`config.mk`:
```
export PLATFORM = sky130hd
export DESIGN_NAME = dataflow_language_lexer
export DESIGN_NICKNAME = d
export VERILOG_FILES = /design/src/sv/dll_pkg.sv /design/src/sv/dataflow_language_lexer.sv /design/src/sv/dll_core.sv /design/src/sv/dll_fifo.sv
export SDC_FILE = /design/constraint.sdc
export NUM_CORES = 2
export LEC_CHECK = 0
export BUFFER_PORTS_ARGS = -buffer_cell sky130_fd_sc_hd__buf_2
export CORE_UTILIZATION = 43
export DETAILED_ROUTE_END_ITERATION = 12
export GPL_TIMING_DRIVEN = 0
export PLACE_DENSITY = 0.55
export SLEW_MARGIN = 20
export SYNTH_ARGS = -nofsm -noshare
export SYNTH_HDL_FRONTEND = slang
export SYNTH_HIERARCHICAL = 1
export SYNTH_SLANG_ARGS = --single-unit
```
`constraint.sdc`:
```
create_clock -name clk_i -period 19.85 [get_ports clk_i]
set_input_delay 1.985 -clock clk_i [delete_from_list [all_inputs] [get_ports clk_i]]
set_output_delay 1.985 -clock clk_i [all_outputs]
set_load 0.02 [all_outputs]
```
`src/sv/dll_pkg.sv`:
```
// Shared types, token classes, scanner modes and the keyword table of the lexer.
package dll_pkg;

  // Field widths and saturation limits of positions and lengths
  localparam int unsigned LINE_W = 16;
  localparam int unsigned COL_W  = 12;
  localparam int unsigned LEN_W  = 12;
  localparam logic [LINE_W-1:0] LINE_MAX = '1;
  localparam logic [COL_W-1:0]  COL_MAX  = '1;
  localparam logic [LEN_W-1:0]  LEN_MAX  = '1;

  // Keyword table geometry
  localparam int unsigned KW_SLOTS = 32;
  localparam int unsigned KW_BYTES = 16;

  // Control characters that steer position counting
  localparam logic [7:0] CH_LF  = 8'h0A;
  localparam logic [7:0] CH_TAB = 8'h09;
  localparam logic [7:0] CH_FF  = 8'h0C;

  typedef enum logic [5:0] {
    C_END, C_ERR, C_ID, C_LDEF, C_RDEF, C_INT, C_REAL, C_CHAR, C_STRING, C_BOOL,
    C_KBLOCK, C_KBOOL, C_KCONST, C_KELSE, C_KERROR, C_KFLOAT, C_KFUNCDEF, C_KINT,
    C_KNIL, C_KPREFUNC, C_KSIGNAL, C_KSTART, C_KTYPE, C_KIN, C_KOUT, C_KCHAR,
    C_KDATALIST, C_KPARLIST, C_KDELAYLIST, C_KTYPEDEF, C_KVALUE, C_DUP,
    C_ADD, C_SUB, C_MUL, C_DIV, C_IDIV, C_LEN, C_TRANS, C_Q, C_ANG, C_COLON,
    C_SEMI, C_COMMA, C_RPAR, C_RBRK, C_RBRC, C_LPAR, C_LBRK, C_LBRC, C_PARS,
    C_BRKS, C_BRCS, C_DOT, C_DDOT, C_NE, C_EQ, C_LE, C_GE, C_LT, C_GT,
    C_LASS, C_RASS
  } tok_cls_e;

  typedef enum logic [4:0] {
    M_IDLE, M_IDENT, M_NUM, M_MINUS, M_SLASH, M_LCOM, M_BCOM, M_STR_FIRST,
    M_STR_BODY, M_STR_ESC, M_CHR1, M_CHR2, M_LT, M_GT, M_EQ, M_BANG, M_DOT,
    M_LPAR, M_LBRK, M_LBRC
  } mode_e;

  // What the lookahead slot holds
  typedef enum logic [1:0] {
    HV_NONE = 2'd0,
    HV_ID   = 2'd1,
    HV_RASS = 2'd2
  } held_e;

  typedef struct packed {
    logic       kind;
    logic [7:0] char_byte;
  } lex_in_t;

  typedef struct packed {
    logic [5:0]        token_class;
    logic [LINE_W-1:0] start_line;
    logic [COL_W-1:0]  start_column;
    logic [LEN_W-1:0]  token_length;
    logic [7:0]        char_value;
    logic              last;
  } lex_out_t;

  typedef struct packed {
    tok_cls_e          cls;
    logic [LINE_W-1:0] line;
    logic [COL_W-1:0]  col;
    logic [LEN_W-1:0]  len;
    logic [7:0]        chv;
  } tok_t;

  // Tokens produced by one input beat, oldest first
  typedef struct packed {
    logic [1:0]         n;
    lex_out_t [2:0]     beat;
  } emit_t;

  typedef struct packed {
    tok_t       held;
    held_e      hv;
    logic [1:0] n;
    tok_t       e0;
    tok_t       e1;
  } pair_t;

  localparam logic [KW_BYTES*8-1:0] KW_STR [KW_SLOTS] = '{
    "block", "bool", "const", "dup", "else", "error", "false", "float",
    "funcdef", "int", "nil", "prefunc", "signal", "start", "true", "type",
    "in", "out", "char", "datalist", "parlist", "delaylist", "typedef", "value",
    '0, '0, '0, '0, '0, '0, '0, '0
  };

  localparam logic [4:0] KW_LEN [KW_SLOTS] = '{
    5'd5, 5'd4, 5'd5, 5'd3, 5'd4, 5'd5, 5'd5, 5'd5,
    5'd7, 5'd3, 5'd3, 5'd7, 5'd6, 5'd5, 5'd4, 5'd4,
    5'd2, 5'd3, 5'd4, 5'd8, 5'd7, 5'd9, 5'd7, 5'd5,
    5'd0, 5'd0, 5'd0, 5'd0, 5'd0, 5'd0, 5'd0, 5'd0
  };

  localparam tok_cls_e KW_CLS [KW_SLOTS] = '{
    C_KBLOCK, C_KBOOL, C_KCONST, C_DUP, C_KELSE, C_KERROR, C_BOOL, C_KFLOAT,
    C_KFUNCDEF, C_KINT, C_KNIL, C_KPREFUNC, C_KSIGNAL, C_KSTART, C_BOOL, C_KTYPE,
    C_KIN, C_KOUT, C_KCHAR, C_KDATALIST, C_KPARLIST, C_KDELAYLIST, C_KTYPEDEF,
    C_KVALUE, C_ID, C_ID, C_ID, C_ID, C_ID, C_ID, C_ID, C_ID
  };

  function automatic logic is_letter(logic [7:0] c);
    return (c >= "a" && c <= "z") || (c >= "A" && c <= "Z") || c == "_";
  endfunction

  function automatic logic is_digit(logic [7:0] c);
    return c >= "0" && c <= "9";
  endfunction

  function automatic lex_out_t to_beat(tok_t t, logic last);
    lex_out_t b;
    b.token_class  = t.cls;
    b.start_line   = t.line;
    b.start_column = t.col;
    b.token_length = t.len;
    b.char_value   = t.chv;
    b.last         = last;
    return b;
  endfunction

  // Lookahead pairing: ident followed by << and >> followed by ident
  function automatic pair_t pair_in(tok_t held, held_e hv, tok_t t);
    pair_t p;
    tok_t  h;
    p.n    = 2'd0;
    p.e0   = t;
    p.e1   = t;
    p.held = held;
    p.hv   = HV_NONE;
    h      = held;
    if (hv == HV_ID) begin
      if (t.cls == C_LASS) begin
        h.cls = C_LDEF;
        p.e0  = h;
        p.n   = 2'd1;
        return p;
      end
      p.e0 = held;
      p.n  = 2'd1;
    end else if (hv == HV_RASS) begin
      if (t.cls == C_ID) begin
        h     = t;
        h.cls = C_RDEF;
        p.e0  = h;
        p.n   = 2'd1;
        return p;
      end
      p.e0 = held;
      p.n  = 2'd1;
    end
    if (t.cls == C_ID) begin
      p.held = t;
      p.hv   = HV_ID;
    end else if (t.cls == C_RASS) begin
      p.held = t;
      p.hv   = HV_RASS;
    end else if (p.n == 2'd0) begin
      p.e0 = t;
      p.n  = 2'd1;
    end else begin
      p.e1 = t;
      p.n  = 2'd2;
    end
    return p;
  endfunction

endpackage

```
`src/sv/dataflow_language_lexer.sv`:
```
// Top level of the streaming dataflow-language lexer.
// One source byte (or an end-of-input mark) is taken per beat; every beat is
// scanned in the same cycle it is accepted, so a new byte can follow each
// cycle. A beat yields zero to three token beats (a held identifier or >>
// released by the lookahead, a closed token, a one-character token, or END),
// which wait in an eight-entry result queue; the input is ready whenever the
// queue has room for three more beats, so the sustained rate is one byte per
// cycle as long as tokens drain at least as fast as they are produced. The
// keyword compare runs over the whole table in parallel within that cycle.
module dataflow_language_lexer import dll_pkg::*; #(
  parameter int unsigned KEYWORD_CHARS = 9,
  parameter int unsigned KEYWORD_COUNT = 24
) (
  input  logic     clk_i,
  input  logic     rst_ni,
  input  logic     in_valid_i,
  output logic     in_ready_o,
  input  lex_in_t  in_data_i,
  output logic     out_valid_o,
  input  logic     out_ready_i,
  output lex_out_t out_data_o
);

  emit_t emit;
  logic  space;
  logic  step;

  assign in_ready_o = space;
  assign step       = in_valid_i && space;

  dll_core #(
    .KEYWORD_CHARS (KEYWORD_CHARS),
    .KEYWORD_COUNT (KEYWORD_COUNT)
  ) u_core (
    .clk_i     (clk_i),
    .rst_ni    (rst_ni),
    .step_i    (step),
    .in_data_i (in_data_i),
    .emit_o    (emit)
  );

  dll_fifo u_fifo (
    .clk_i       (clk_i),
    .rst_ni      (rst_ni),
    .emit_i      (emit),
    .space_o     (space),
    .out_valid_o (out_valid_o),
    .out_ready_i (out_ready_i),
    .out_data_o  (out_data_o)
  );

endmodule

```
`src/sv/dll_core.sv`:
```
// Scanner state and the combinational next-state and token logic for one byte.
module dll_core import dll_pkg::*; #(
  parameter int unsigned KEYWORD_CHARS = 9,
  parameter int unsigned KEYWORD_COUNT = 24
) (
  input  logic    clk_i,
  input  logic    rst_ni,
  input  logic    step_i,
  input  lex_in_t in_data_i,
  output emit_t   emit_o
);

  localparam int unsigned IDXW = (KEYWORD_CHARS > 1) ? $clog2(KEYWORD_CHARS) : 1;

  mode_e             mode_q, mode_d;
  logic [LEN_W-1:0]  cnt_q, cnt_d;
  logic              nfe_q, nfe_d, nfp_q, nfp_d;
  logic [LINE_W-1:0] line_q, line_d, tsl_q, tsl_d;
  logic [COL_W-1:0]  col_q, col_d, tsc_q, tsc_d;
  logic [7:0]        prev_q, prev_d;
  held_e             hv_q, hv_d;
  tok_t              held_q, held_d;
  logic [7:0]        buf_q [KEYWORD_CHARS];

  logic              wr_en;
  logic [IDXW-1:0]   wr_idx;
  logic [7:0]        c;
  logic [LEN_W-1:0]  grown;
  tok_cls_e          kw_cls;
  logic              fin1_v, fin2_v, rep;
  tok_cls_e          f1_cls;
  logic [7:0]        f1_chv;
  tok_t              fin1, fin2;
  pair_t             p1, p2;
  tok_t              em [3];
  logic [1:0]        ne;

  assign c     = in_data_i.char_byte;
  assign grown = (cnt_q != LEN_MAX) ? cnt_q + LEN_W'(1) : cnt_q;

  // Keyword lookup, all table entries in parallel
  always_comb begin
    logic hit;
    kw_cls = C_ID;
    for (int i = KW_SLOTS - 1; i >= 0; i--) begin
      hit = (i < KEYWORD_COUNT) && (LEN_W'(KW_LEN[i]) == cnt_q)
            && (cnt_q <= LEN_W'(KEYWORD_CHARS));
      for (int k = 0; k < KW_BYTES; k++) begin
        if (k < int'(KW_LEN[i])) begin
          if (k < KEYWORD_CHARS) begin
            if (buf_q[k] != KW_STR[i][(int'(KW_LEN[i]) - 1 - k) * 8 +: 8]) hit = 1'b0;
          end else begin
            hit = 1'b0;
          end
        end
      end
      if (hit) kw_cls = KW_CLS[i];
    end
  end

  // Next state and tokens for the accepted beat
  always_comb begin
    mode_d = mode_q;
    cnt_d  = cnt_q;
    nfe_d  = nfe_q;
    nfp_d  = nfp_q;
    line_d = line_q;
    col_d  = col_q;
    tsl_d  = tsl_q;
    tsc_d  = tsc_q;
    prev_d = prev_q;
    wr_en  = 1'b0;
    wr_idx = '0;
    fin1_v = 1'b0;
    fin2_v = 1'b0;
    rep    = 1'b0;
    f1_cls = C_ERR;
    f1_chv = 8'd0;
    fin1   = '0;
    fin2   = '0;

    if (step_i && in_data_i.kind) begin
      // end of input: close the open token, then END
      fin1_v = 1'b1;
      case (mode_q)
        M_IDENT: f1_cls = kw_cls;
        M_NUM:   f1_cls = (nfe_q || nfp_q) ? C_REAL : C_INT;
        M_MINUS: f1_cls = C_SUB;
        M_SLASH: f1_cls = C_DIV;
        M_LT:    f1_cls = C_LT;
        M_GT:    f1_cls = C_GT;
        M_EQ:    f1_cls = C_EQ;
        M_DOT:   f1_cls = C_DOT;
        M_LPAR:  f1_cls = C_LPAR;
        M_LBRK:  f1_cls = C_LBRK;
        M_LBRC:  f1_cls = C_LBRC;
        M_BANG, M_BCOM, M_STR_FIRST, M_STR_BODY, M_STR_ESC, M_CHR1, M_CHR2:
          f1_cls = C_ERR;
        default: fin1_v = 1'b0;
      endcase
      fin1   = '{cls: f1_cls, line: tsl_q, col: tsc_q, len: cnt_q, chv: 8'd0};
      fin2_v = 1'b1;
      fin2   = '{cls: C_END, line: line_q, col: col_q, len: '0, chv: 8'd0};
      mode_d = M_IDLE;
      cnt_d  = '0;
      nfe_d  = 1'b0;
      nfp_d  = 1'b0;
      line_d = LINE_W'(1);
      col_d  = '0;
      tsl_d  = '0;
      tsc_d  = '0;
      prev_d = 8'd0;
    end else if (step_i) begin
      // position of this character
      if (c == CH_LF) begin
        if (line_q != LINE_MAX) line_d = line_q + LINE_W'(1);
        col_d = '0;
      end else if (c != CH_FF && c != CH_TAB) begin
        if (col_q != COL_MAX) col_d = col_q + COL_W'(1);
      end

      // first pass: continue the open token
      case (mode_q)
        M_IDENT: begin
          if (is_letter(c) || is_digit(c) || (c == "." && prev_q != ".")) begin
            if (cnt_q < LEN_W'(KEYWORD_CHARS)) begin
              wr_en  = 1'b1;
              wr_idx = cnt_q[IDXW-1:0];
            end
            cnt_d  = grown;
            prev_d = c;
          end else begin
            fin1_v = 1'b1; f1_cls = kw_cls; rep = 1'b1;
          end
        end
        M_NUM: begin
          if (is_digit(c)) begin
            cnt_d = grown; prev_d = c;
          end else if (c == "e" || c == "E") begin
            if (!nfe_q && is_digit(prev_q)) begin
              nfe_d = 1'b1; cnt_d = grown; prev_d = c;
            end else begin
              fin1_v = 1'b1; f1_cls = C_ERR; rep = 1'b1;
            end
          end else if (is_letter(c)) begin
            fin1_v = 1'b1; f1_cls = C_ERR; rep = 1'b1;
          end else if (c == ".") begin
            if (nfe_q || nfp_q) begin
              fin1_v = 1'b1; f1_cls = C_ERR; rep = 1'b1;
            end else begin
              nfp_d = 1'b1; cnt_d = grown; prev_d = c;
            end
          end else if (c == "+" || c == "-") begin
            if (prev_q == "e" || prev_q == "E") begin
              cnt_d = grown; prev_d = c;
            end else begin
              fin1_v = 1'b1; f1_cls = C_ERR; rep = 1'b1;
            end
          end else begin
            fin1_v = 1'b1; f1_cls = (nfe_q || nfp_q) ? C_REAL : C_INT; rep = 1'b1;
          end
        end
        M_MINUS: begin
          if (is_digit(c)) begin
            mode_d = M_NUM; nfe_d = 1'b0; nfp_d = 1'b0; cnt_d = grown; prev_d = c;
          end else if (c == ".") begin
            mode_d = M_NUM; nfe_d = 1'b0; nfp_d = 1'b1; cnt_d = grown; prev_d = c;
          end else begin
            fin1_v = 1'b1; f1_cls = C_SUB; rep = 1'b1;
          end
        end
        M_SLASH: begin
          if (c == "/") begin
            mode_d = M_LCOM;
          end else if (c == "*") begin
            mode_d = M_BCOM; cnt_d = grown; prev_d = 8'd0;
          end else begin
            fin1_v = 1'b1; f1_cls = C_DIV; rep = 1'b1;
          end
        end
        M_LCOM: begin
          if (c == CH_LF) mode_d = M_IDLE;
        end
        M_BCOM: begin
          cnt_d = grown;
          if (prev_q == "*" && c == "/") mode_d = M_IDLE;
          else prev_d = c;
        end
        M_STR_FIRST, M_STR_BODY: begin
          if (mode_q == M_STR_BODY && c == "\"") begin
            cnt_d = grown; fin1_v = 1'b1; f1_cls = C_STRING;
          end else if (c == CH_LF) begin
            fin1_v = 1'b1; f1_cls = C_ERR; rep = 1'b1;
          end else begin
            cnt_d  = grown;
            mode_d = (c == "\\") ? M_STR_ESC : M_STR_BODY;
          end
        end
        M_STR_ESC: begin
          cnt_d = grown; mode_d = M_STR_BODY;
        end
        M_CHR1: begin
          cnt_d = grown; prev_d = c; mode_d = M_CHR2;
        end
        M_CHR2: begin
          if (c == "'") begin
            cnt_d = grown; fin1_v = 1'b1; f1_cls = C_CHAR; f1_chv = prev_q;
          end else begin
            fin1_v = 1'b1; f1_cls = C_ERR; rep = 1'b1;
          end
        end
        M_LT: begin
          fin1_v = 1'b1;
          if (c == "<")      begin cnt_d = grown; f1_cls = C_LASS; end
          else if (c == "=") begin cnt_d = grown; f1_cls = C_LE; end
          else               begin f1_cls = C_LT; rep = 1'b1; end
        end
        M_GT: begin
          fin1_v = 1'b1;
          if (c == ">")      begin cnt_d = grown; f1_cls = C_RASS; end
          else if (c == "=") begin cnt_d = grown; f1_cls = C_GE; end
          else               begin f1_cls = C_GT; rep = 1'b1; end
        end
        M_EQ: begin
          fin1_v = 1'b1;
          if (c == "<")      begin cnt_d = grown; f1_cls = C_LE; end
          else if (c == ">") begin cnt_d = grown; f1_cls = C_GE; end
          else               begin f1_cls = C_EQ; rep = 1'b1; end
        end
        M_BANG: begin
          fin1_v = 1'b1;
          if (c == "=") begin cnt_d = grown; f1_cls = C_NE; end
          else          begin f1_cls = C_ERR; rep = 1'b1; end
        end
        M_DOT: begin
          fin1_v = 1'b1;
          if (c == ".") begin cnt_d = grown; f1_cls = C_DDOT; end
          else          begin f1_cls = C_DOT; rep = 1'b1; end
        end
        M_LPAR: begin
          fin1_v = 1'b1;
          if (c == ")") begin cnt_d = grown; f1_cls = C_PARS; end
          else          begin f1_cls = C_LPAR; rep = 1'b1; end
        end
        M_LBRK: begin
          fin1_v = 1'b1;
          if (c == "]") begin cnt_d = grown; f1_cls = C_BRKS; end
          else          begin f1_cls = C_LBRK; rep = 1'b1; end
        end
        M_LBRC: begin
          fin1_v = 1'b1;
          if (c == "}") begin cnt_d = grown; f1_cls = C_BRCS; end
          else          begin f1_cls = C_LBRC; rep = 1'b1; end
        end
        default: ;
      endcase
      if (fin1_v) mode_d = M_IDLE;
      fin1 = '{cls: f1_cls, line: tsl_q, col: tsc_q, len: cnt_d, chv: f1_chv};

      // second pass: the character opens a new token
      if (mode_q == M_IDLE || rep) begin
        tsl_d  = line_d;
        tsc_d  = col_d;
        mode_d = M_IDLE;
        fin2   = '{cls: C_ADD, line: line_d, col: col_d, len: LEN_W'(1), chv: 8'd0};
        if (is_letter(c)) begin
          mode_d = M_IDENT; cnt_d = LEN_W'(1); wr_en = 1'b1; wr_idx = '0; prev_d = c;
        end else if (is_digit(c)) begin
          mode_d = M_NUM; cnt_d = LEN_W'(1); nfe_d = 1'b0; nfp_d = 1'b0; prev_d = c;
        end else begin
          cnt_d  = LEN_W'(1);
          fin2_v = 1'b1;
          case (c)
            "\"": begin mode_d = M_STR_FIRST; fin2_v = 1'b0; end
            "'":  begin mode_d = M_CHR1;      fin2_v = 1'b0; end
            "-":  begin mode_d = M_MINUS;     fin2_v = 1'b0; end
            "/":  begin mode_d = M_SLASH;     fin2_v = 1'b0; end
            "<":  begin mode_d = M_LT;        fin2_v = 1'b0; end
            ">":  begin mode_d = M_GT;        fin2_v = 1'b0; end
            "=":  begin mode_d = M_EQ;        fin2_v = 1'b0; end
            "!":  begin mode_d = M_BANG;      fin2_v = 1'b0; end
            ".":  begin mode_d = M_DOT;       fin2_v = 1'b0; end
            "(":  begin mode_d = M_LPAR;      fin2_v = 1'b0; end
            "[":  begin mode_d = M_LBRK;      fin2_v = 1'b0; end
            "{":  begin mode_d = M_LBRC;      fin2_v = 1'b0; end
            "+":  fin2.cls = C_ADD;
            "*":  fin2.cls = C_MUL;
            "%":  fin2.cls = C_IDIV;
            "|":  fin2.cls = C_LEN;
            "#":  fin2.cls = C_TRANS;
            "?":  fin2.cls = C_Q;
            "^":  fin2.cls = C_ANG;
            ":":  fin2.cls = C_COLON;
            ";":  fin2.cls = C_SEMI;
            ",":  fin2.cls = C_COMMA;
            ")":  fin2.cls = C_RPAR;
            "]":  fin2.cls = C_RBRK;
            "}":  fin2.cls = C_RBRC;
            default: begin
              // skipped character: nothing opens
              fin2_v = 1'b0;
              cnt_d  = (mode_q == M_IDLE) ? cnt_q : cnt_d;
              tsl_d  = (mode_q == M_IDLE) ? tsl_q : line_d;
              tsc_d  = (mode_q == M_IDLE) ? tsc_q : col_d;
            end
          endcase
        end
      end
    end
  end

  // Lookahead pairing of up to two finished tokens
  always_comb begin
    held_e hv_t;
    tok_t  held_t;
    hv_t   = hv_q;
    held_t = held_q;
    ne     = 2'd0;
    em[0]  = fin1;
    em[1]  = fin1;
    em[2]  = fin1;
    p1     = pair_in(held_t, hv_t, fin1);
    p2     = '0;
    if (fin1_v) begin
      hv_t   = p1.hv;
      held_t = p1.held;
      if (p1.n != 2'd0) begin em[ne] = p1.e0; ne = ne + 2'd1; end
      if (p1.n == 2'd2) begin em[ne] = p1.e1; ne = ne + 2'd1; end
    end
    p2 = pair_in(held_t, hv_t, fin2);
    if (fin2_v) begin
      hv_t   = p2.hv;
      held_t = p2.held;
      if (p2.n != 2'd0 && ne != 2'd3) begin em[ne] = p2.e0; ne = ne + 2'd1; end
      if (p2.n == 2'd2 && ne != 2'd3) begin em[ne] = p2.e1; ne = ne + 2'd1; end
    end
    hv_d   = hv_t;
    held_d = held_t;
    if (step_i && in_data_i.kind) begin
      hv_d   = HV_NONE;
      held_d = '0;
    end
  end

  // Result beats, last flag on the final one
  always_comb begin
    emit_o.n = step_i ? ne : 2'd0;
    for (int i = 0; i < 3; i++) begin
      emit_o.beat[i] = to_beat(em[i], 2'(i) == ne - 2'd1);
    end
  end

  // Scanner state
  always_ff @(posedge clk_i or negedge rst_ni) begin
    if (!rst_ni) begin
      mode_q <= M_IDLE;
      cnt_q  <= '0;
      nfe_q  <= 1'b0;
      nfp_q  <= 1'b0;
      line_q <= LINE_W'(1);
      col_q  <= '0;
      tsl_q  <= '0;
      tsc_q  <= '0;
      prev_q <= 8'd0;
      hv_q   <= HV_NONE;
      held_q <= '0;
    end else if (step_i) begin
      mode_q <= mode_d;
      cnt_q  <= cnt_d;
      nfe_q  <= nfe_d;
      nfp_q  <= nfp_d;
      line_q <= line_d;
      col_q  <= col_d;
      tsl_q  <= tsl_d;
      tsc_q  <= tsc_d;
      prev_q <= prev_d;
      hv_q   <= hv_d;
      held_q <= held_d;
    end
  end

  // Identifier prefix for keyword matching
  always_ff @(posedge clk_i) begin
    if (step_i && wr_en) buf_q[wr_idx] <= c;
  end

endmodule

```
`src/sv/dll_fifo.sv`:
```
// Result queue: takes up to three beats per cycle, hands out one per cycle while out_ready_i is high.
module dll_fifo import dll_pkg::*; (
  input  logic     clk_i,
  input  logic     rst_ni,
  input  emit_t    emit_i,
  output logic     space_o,
  output logic     out_valid_o,
  input  logic     out_ready_i,
  output lex_out_t out_data_o
);

  localparam int unsigned DEPTH = 8;
  localparam int unsigned PW    = $clog2(DEPTH);

  lex_out_t        mem [DEPTH];
  logic [PW-1:0]   wr_q, wr_d, rd_q, rd_d;
  logic [PW:0]     cnt_q, cnt_d;
  logic            pop;

  assign pop         = out_valid_o && out_ready_i;
  assign out_valid_o = cnt_q != '0;
  assign out_data_o  = mem[rd_q];
  // room for a worst-case beat triple
  assign space_o     = cnt_q <= (PW+1)'(DEPTH - 3);

  // Pointer and fill updates
  always_comb begin
    wr_d  = wr_q + PW'(emit_i.n);
    rd_d  = pop ? rd_q + PW'(1) : rd_q;
    cnt_d = cnt_q + (PW+1)'(emit_i.n) - (PW+1)'(pop);
  end

  always_ff @(posedge clk_i or negedge rst_ni) begin
    if (!rst_ni) begin
      wr_q  <= '0;
      rd_q  <= '0;
      cnt_q <= '0;
    end else begin
      wr_q  <= wr_d;
      rd_q  <= rd_d;
      cnt_q <= cnt_d;
    end
  end

  // Entry storage
  always_ff @(posedge clk_i) begin
    for (int i = 0; i < 3; i++) begin
      if (2'(i) < emit_i.n) mem[wr_q + PW'(i)] <= emit_i.beat[i];
    end
  end

endmodule
```
# Word-level counts from Yosys, hierarchy flattened
# Memories as Yosys holds them, arrays and structs flattened.
# Cells that the tools add are included.
# W data, S select, Z words.
[op_classes]
addsub = 13
magnitude_cmp = 20
n_eq_ne = 157
muxes = 431
bitwise = 3
reduce_logical = 54
[ops]
columns = ["cell", "n"]
rows = [
  ["$mux W166", 10],
  ["$mux W162", 6],
  ["$mux W54", 15],
  ["$ne A8 B7 Y1 const B", 67],
  ["$mux W12", 41],
  ["$bwmux W162", 3],
  ["$mux W56", 8],
  ["$mux W110", 4],
  ["$mux W55", 8],
  ["$demux W54 S2", 3],
  ["$mux W6", 39],
  ["$mux W1", 210],
  ["$pmux W12 S15", 1],
  ["$eq A8 B6 Y1 const B", 20],
  ["$mux W8", 20],
  ["$mux W16", 9],
  ["$eq A8 B7 Y1 const B", 12],
  ["$pmux W6 S14", 1],
  ["$mux W5", 15],
  ["$pmux W6 S11", 1],
  ["$pmux W5 S12", 1],
  ["$eq A3 B12 Y1 const A", 4],
  ["$pmux W4 S12", 1],
  ["$pmux W8 S6", 1],
  ["68 further kinds", 178],
]
[totals]
ff_bits = 149
mem_bits_rw = 512
in_bits = 13
output_inout_bits = 57
wordCells = 698
n_memories = 2
[memory_table]
columns = ["memory", "depth", "width", "read_ports", "rd_ports_with_merged_regs", "write_ports", "line", "text"]
rows = [
  ["u_fifo.mem", 8, 55, 1, 0, 3, "dll_fifo.sv:15", "lex_out_t mem [DEPTH];"],
  ["u_core.buf_q", 9, 8, 9, 0, 1, "dll_core.sv:23", "logic [7:0] buf_q [KEYWORD_CHARS];"],
]

# Longest topological paths before layout
[depth]
depth_word = 73
depth_mapped = 40
depth_no_buf = 35

# Cells and area by module
# The synthesis kept the hierarchy.
[by_module_without_submodules]
columns = ["module", "n_inst", "cells_each", "area_per_inst_um2"]
rows = [
  ["dll_fifo", 1, 3122, 30135.2],
  ["dll_core", 1, 2373, 18951.9],
  ["dataflow_language_lexer", 1, 1, 6.3],
]

# Worst setup path after synthesis
# OpenSTA, ideal clock, no wires.
[synth_timing]
path_type = "input -> register"
start = "input port in_data_i[4] in the netlist's numbering"
end = "memory u_fifo/mem[4][0] in the netlist's numbering (enable)"
setup_time_ps = 487
t_arrival_ps = 11194
required_time_ps = 19363
setup_slack_ps = 8168
stages = 30
path_cell_list = "buf_2 > or4b_1 > clkbuf_1 > nor2_1 > o32ai_1 > a211o_1 > o41ai_1 > and3_1 > o221ai_4 > nor4_4 > clkbuf_1 > a21oi_1 > ha_1 > inv_1 > ha_1 > nor2_1 > inv_1 > nand2_1 > nand2_1 > ha_1 > nor3b_1 > o21ai_0 > a32o_1 > inv_1 > buf_2 > buf_2 > clkbuf_1 > nand2_1 > o22a_1 > o22ai_1"
[synth_rtl]
columns = ["item", "line", "text"]
rows = [
  ["from (decl)", "dataflow_language_lexer.sv:18", "input lex_in_t in_data_i,"],
  ["to (decl)", "dll_fifo.sv:15", ""],
]

==> out/results.txt <==
Ports = 70
Placed insts = 7,125
Gate power share = 55.7%
Die Y = 339.9 um
Initial antenna violation count = 15
Sequential group share of total power = 24.4%
Post-CTS Setup Bufs = 0
Setup TNS = 0 ps
TritonRoute pass-1 iters = 9
MaxCap Viol Count = 0
CP Launch Type = input pin
Clock skew = 47.39 ps
Synthesized flop and latch total = 661
Largest net degree at the start of global routing = 77
Critical Path AT = 13,160 ps
Final period util = 64.30%
WHS = 510.8 ps
Setup violations, final = 0
Syn-to-layout area delta = 12.79%
Switch Pwr = 3.692 mW
Mapped Area = 0.04909 sq mm
Post-Syn Nets = 5,537
Switching Fraction = 51.18%
CP max FO = 16
H-tree depth = 3
Syn Inst Count = 5,496
Hold Crit Class = flip-flop to flip-flop
Cts repair resizes = 0
CP Class = input pin to flip-flop
Final Max Tran Viols = 0
Setup ws final = 7086 ps
Vias per Instance = 7.153
Max Buffers Root-to-Sink = 3
Peak VDD IR = 0.1279 mV
# fillers = 10.78k
Total GRT Usage = 42.94%
P_leak = 17.86 nW
Register area share after synthesis = 38.91%
Post-DP Area = 0.05279 sq mm
Final Non-Filler Cells = 7,286
Crit end category = flip-flop
Required @ worst endpoint = 20,250 ps
Total CTS buffers = 78
Predominant post-synthesis flop cell = edfxtp_1
Initial core utilization = 43.52%
Die X = 339.9 um
Post-Syn Area per Cell = 8.933 sq um
Share of layout cells above drive strength 1 = 12.02%
Crit path time final = 12,760 ps
Post-synth EDFFs = 512
Clk slew on worst S/H paths = 60 ps
Core ar. = 0.1128 sq mm
Total power = 7.213 mW
DRT Wirelength = 256,100 um
Fmax = 78.35 MHz
Vias = 52.12k
Hold-fix buffers, CTS = 0
Vias in the first global route = 48.48k
Final ANT Viol Nets = 0
Int Power = 3.522 mW
Power share of the clock group = 19.9%
Status = finished, final reports clean
# DRC = 0
Port bufs = 69
Wire per inst = 35.15 um
Root buf cell = clkbuf_16
CTS tree = done
PD cells = 130.3 mW/mm^2
Remaining Overflow, GRT = 0
1st-iter DRT viols = 8,968
Clk_lat worst skew = 700 ps
Die area = 0.1155 sq mm
Unrepaired setup endpoints after global routing = no
CTS Sinks = 661
Nets@finish = 5,748
Worst rel slew slack = 17.73%
Pre-CTS WS = 6895 ps
Max incr delay on CP = 680 ps
FFs w/ async S/R, synth = 22.54%
Row Count = 123
Design area = 0.05537 sq mm
Global placement routability congestion = 1.073
CP max stage cell = nor3b_2
Synth cell types = 114
Ys Warns = 6
Worst slew pin tran = 1234 ps
Final core utilization = 49.09%
Final Hold Vio Count = 0
Detailed Place HPWL = 195,700 um
Global-route wire length before repair = 360,200 um
## power by group through the flow
| stage | Clock [mW] | Combinational [mW] | Sequential (mW) |
|---|---|---|---|
| after floorplan | 0 | 2.14 | 1.75 |
| after global placement | 0 | 3.69 | 1.80 |
| after detailed placement | 0 | 3.80 | 1.78 |
| after CTS | 1.45 | 3.81 | 1.75 |
| after global routing | 1.50 | 4.04 | 1.77 |
| final | 1.43 | 4.02 | 1.76 |
## flip-flops by register name (all words and copies together), names as in the netlist
register,flops
u_core/held_q,54
u_core/tsl_q,16
u_core/nfp_q,1
u_core/nfe_q,1
u_fifo/mem,440
u_fifo/rd_q,3
u_core/hv_q,2
u_fifo/wr_q,3
u_core/tsc_q,12
u_fifo/cnt_q,4
u_core/buf_q,72
u_core/mode_q,5
u_core/cnt_q,12
u_core/line_q,16
u_core/col_q,12
u_core/prev_q,8
## worst paths after layout
| kind | start | end | slack [ps] | depth (start not counted) |
|---|---|---|---|---|
| max | in_data_i[5] | u_fifo/mem[4][32] | 7090 | 32 |
| min | u_core/held_q[26] | u_core/held_q[26] | 510 | 1 |
| max reg2reg | u_fifo/cnt_q[2] | u_fifo/mem[4][32] | 7960 | 36 |
| min reg2reg | u_core/held_q[26] | u_core/held_q[26] | 510 | 1 |
| max in group asynchronous | rst_ni | u_fifo/cnt_q[2] | 17640 | 2 |
| min in group asynchronous | rst_ni | u_core/col_q[1] | 1260 | 1 |
## per-layer routing
layer	routed length [um]	up-vias	share of wire [%]	track usage, %
met1	97020	25250	38	56.02
met3	32210	926	13	12.16
met2	109700	4141	43	64.04
met4	16980	20	6.6	23.88
met5	124	-	0.048	0
li1	-	21790	-	-
## cell families (layout without fill, tap and decap cells)
| kind of cell | Yosys count | count (layout) | synth area share [%] |
|---|---|---|---|
| flip-flops | 661 | 661 | 38.91 |
| AND/OR/NAND/NOR | 2101 | 2101 | 23.28 |
| multiplexers | 242 | 242 | 7.896 |
| XOR/XNOR | 39 | 39 | 0.7264 |
| AO/OA/AOI/OAI | 1726 | 1726 | 22.34 |
| buffers and inverters | 697 | 974 | 6.076 |
| other | 1 | 14 | 0.007639 |
| adder cells (fa/ha/maj) | 29 | 29 | 0.7646 |
## cell type report
| type | count | area, sq um | share of cell area [%] |
|---|---|---|---|
| timing repair buffer | 131 | 1514 | 2.734 |
| multi-input combinational | 4138 | 27350 | 49.39 |
| buffer | 647 | 2798 | 5.052 |
| clock buffer | 102 | 2103 | 3.798 |
| tap | 1500 | 1877 | 3.389 |
| inverter | 50 | 187.7 | 0.3389 |
| clock inverter | 44 | 406.6 | 0.7344 |
| sequential | 661 | 19100 | 34.50 |
| antenna | 13 | 32.53 | 0.05875 |
## cells in the final DEF (no fill, tap or decap), drive strengths merged, types with 24 or more instances in the layout
cell type / count
a21o: 32
a21oi: 206
a221oi: 54
a22o: 69
a22oi: 37
a31oi: 465
and2: 35
and4: 68
and4b: 122
buf: 362
clkbuf: 518
clkinv: 34
dfrtp: 148
edfxtp: 512
ha: 26
inv: 55
mux2: 62
mux2i: 70
mux4: 110
nand2: 664
nand2b: 34
nand3: 85
nand4: 38
nor2: 248
nor2b: 24
nor3: 517
nor4: 37
nor4bb: 57
o21ai: 563
o22ai: 37
o2bb2ai: 67
## Yosys cell counts, types with 82 or more instances
master | n | area (sq um)
o21ai_1 | 129 | 645.6
clkbuf_1 | 413 | 1550
buf_2 | 96 | 480.5
nor3_1 | 513 | 2567
nand2_1 | 663 | 2489
mux4_2 | 110 | 2477
edfxtp_1 | 512 | 15370
a21oi_1 | 204 | 1021
and4b_1 | 122 | 1221
nor2_1 | 244 | 915.9
o21ai_0 | 434 | 2172
a31oi_1 | 465 | 2909
buf_1 | 90 | 337.8
dfrtp_1 | 148 | 3704
nand3_1 | 82 | 410.4
## critical path: cells and delay by family
| kind | cells | cell delay (ps) |
|---|---|---|
| adders and majority gates | 3 | 860 |
| and+or+nand+nor | 7 | 3020 |
| buffers and inverters | 12 | 3510 |
| AOI/OAI and AO/OA | 10 | 3730 |
Note: power is estimated with default switching activity, not from simulation.
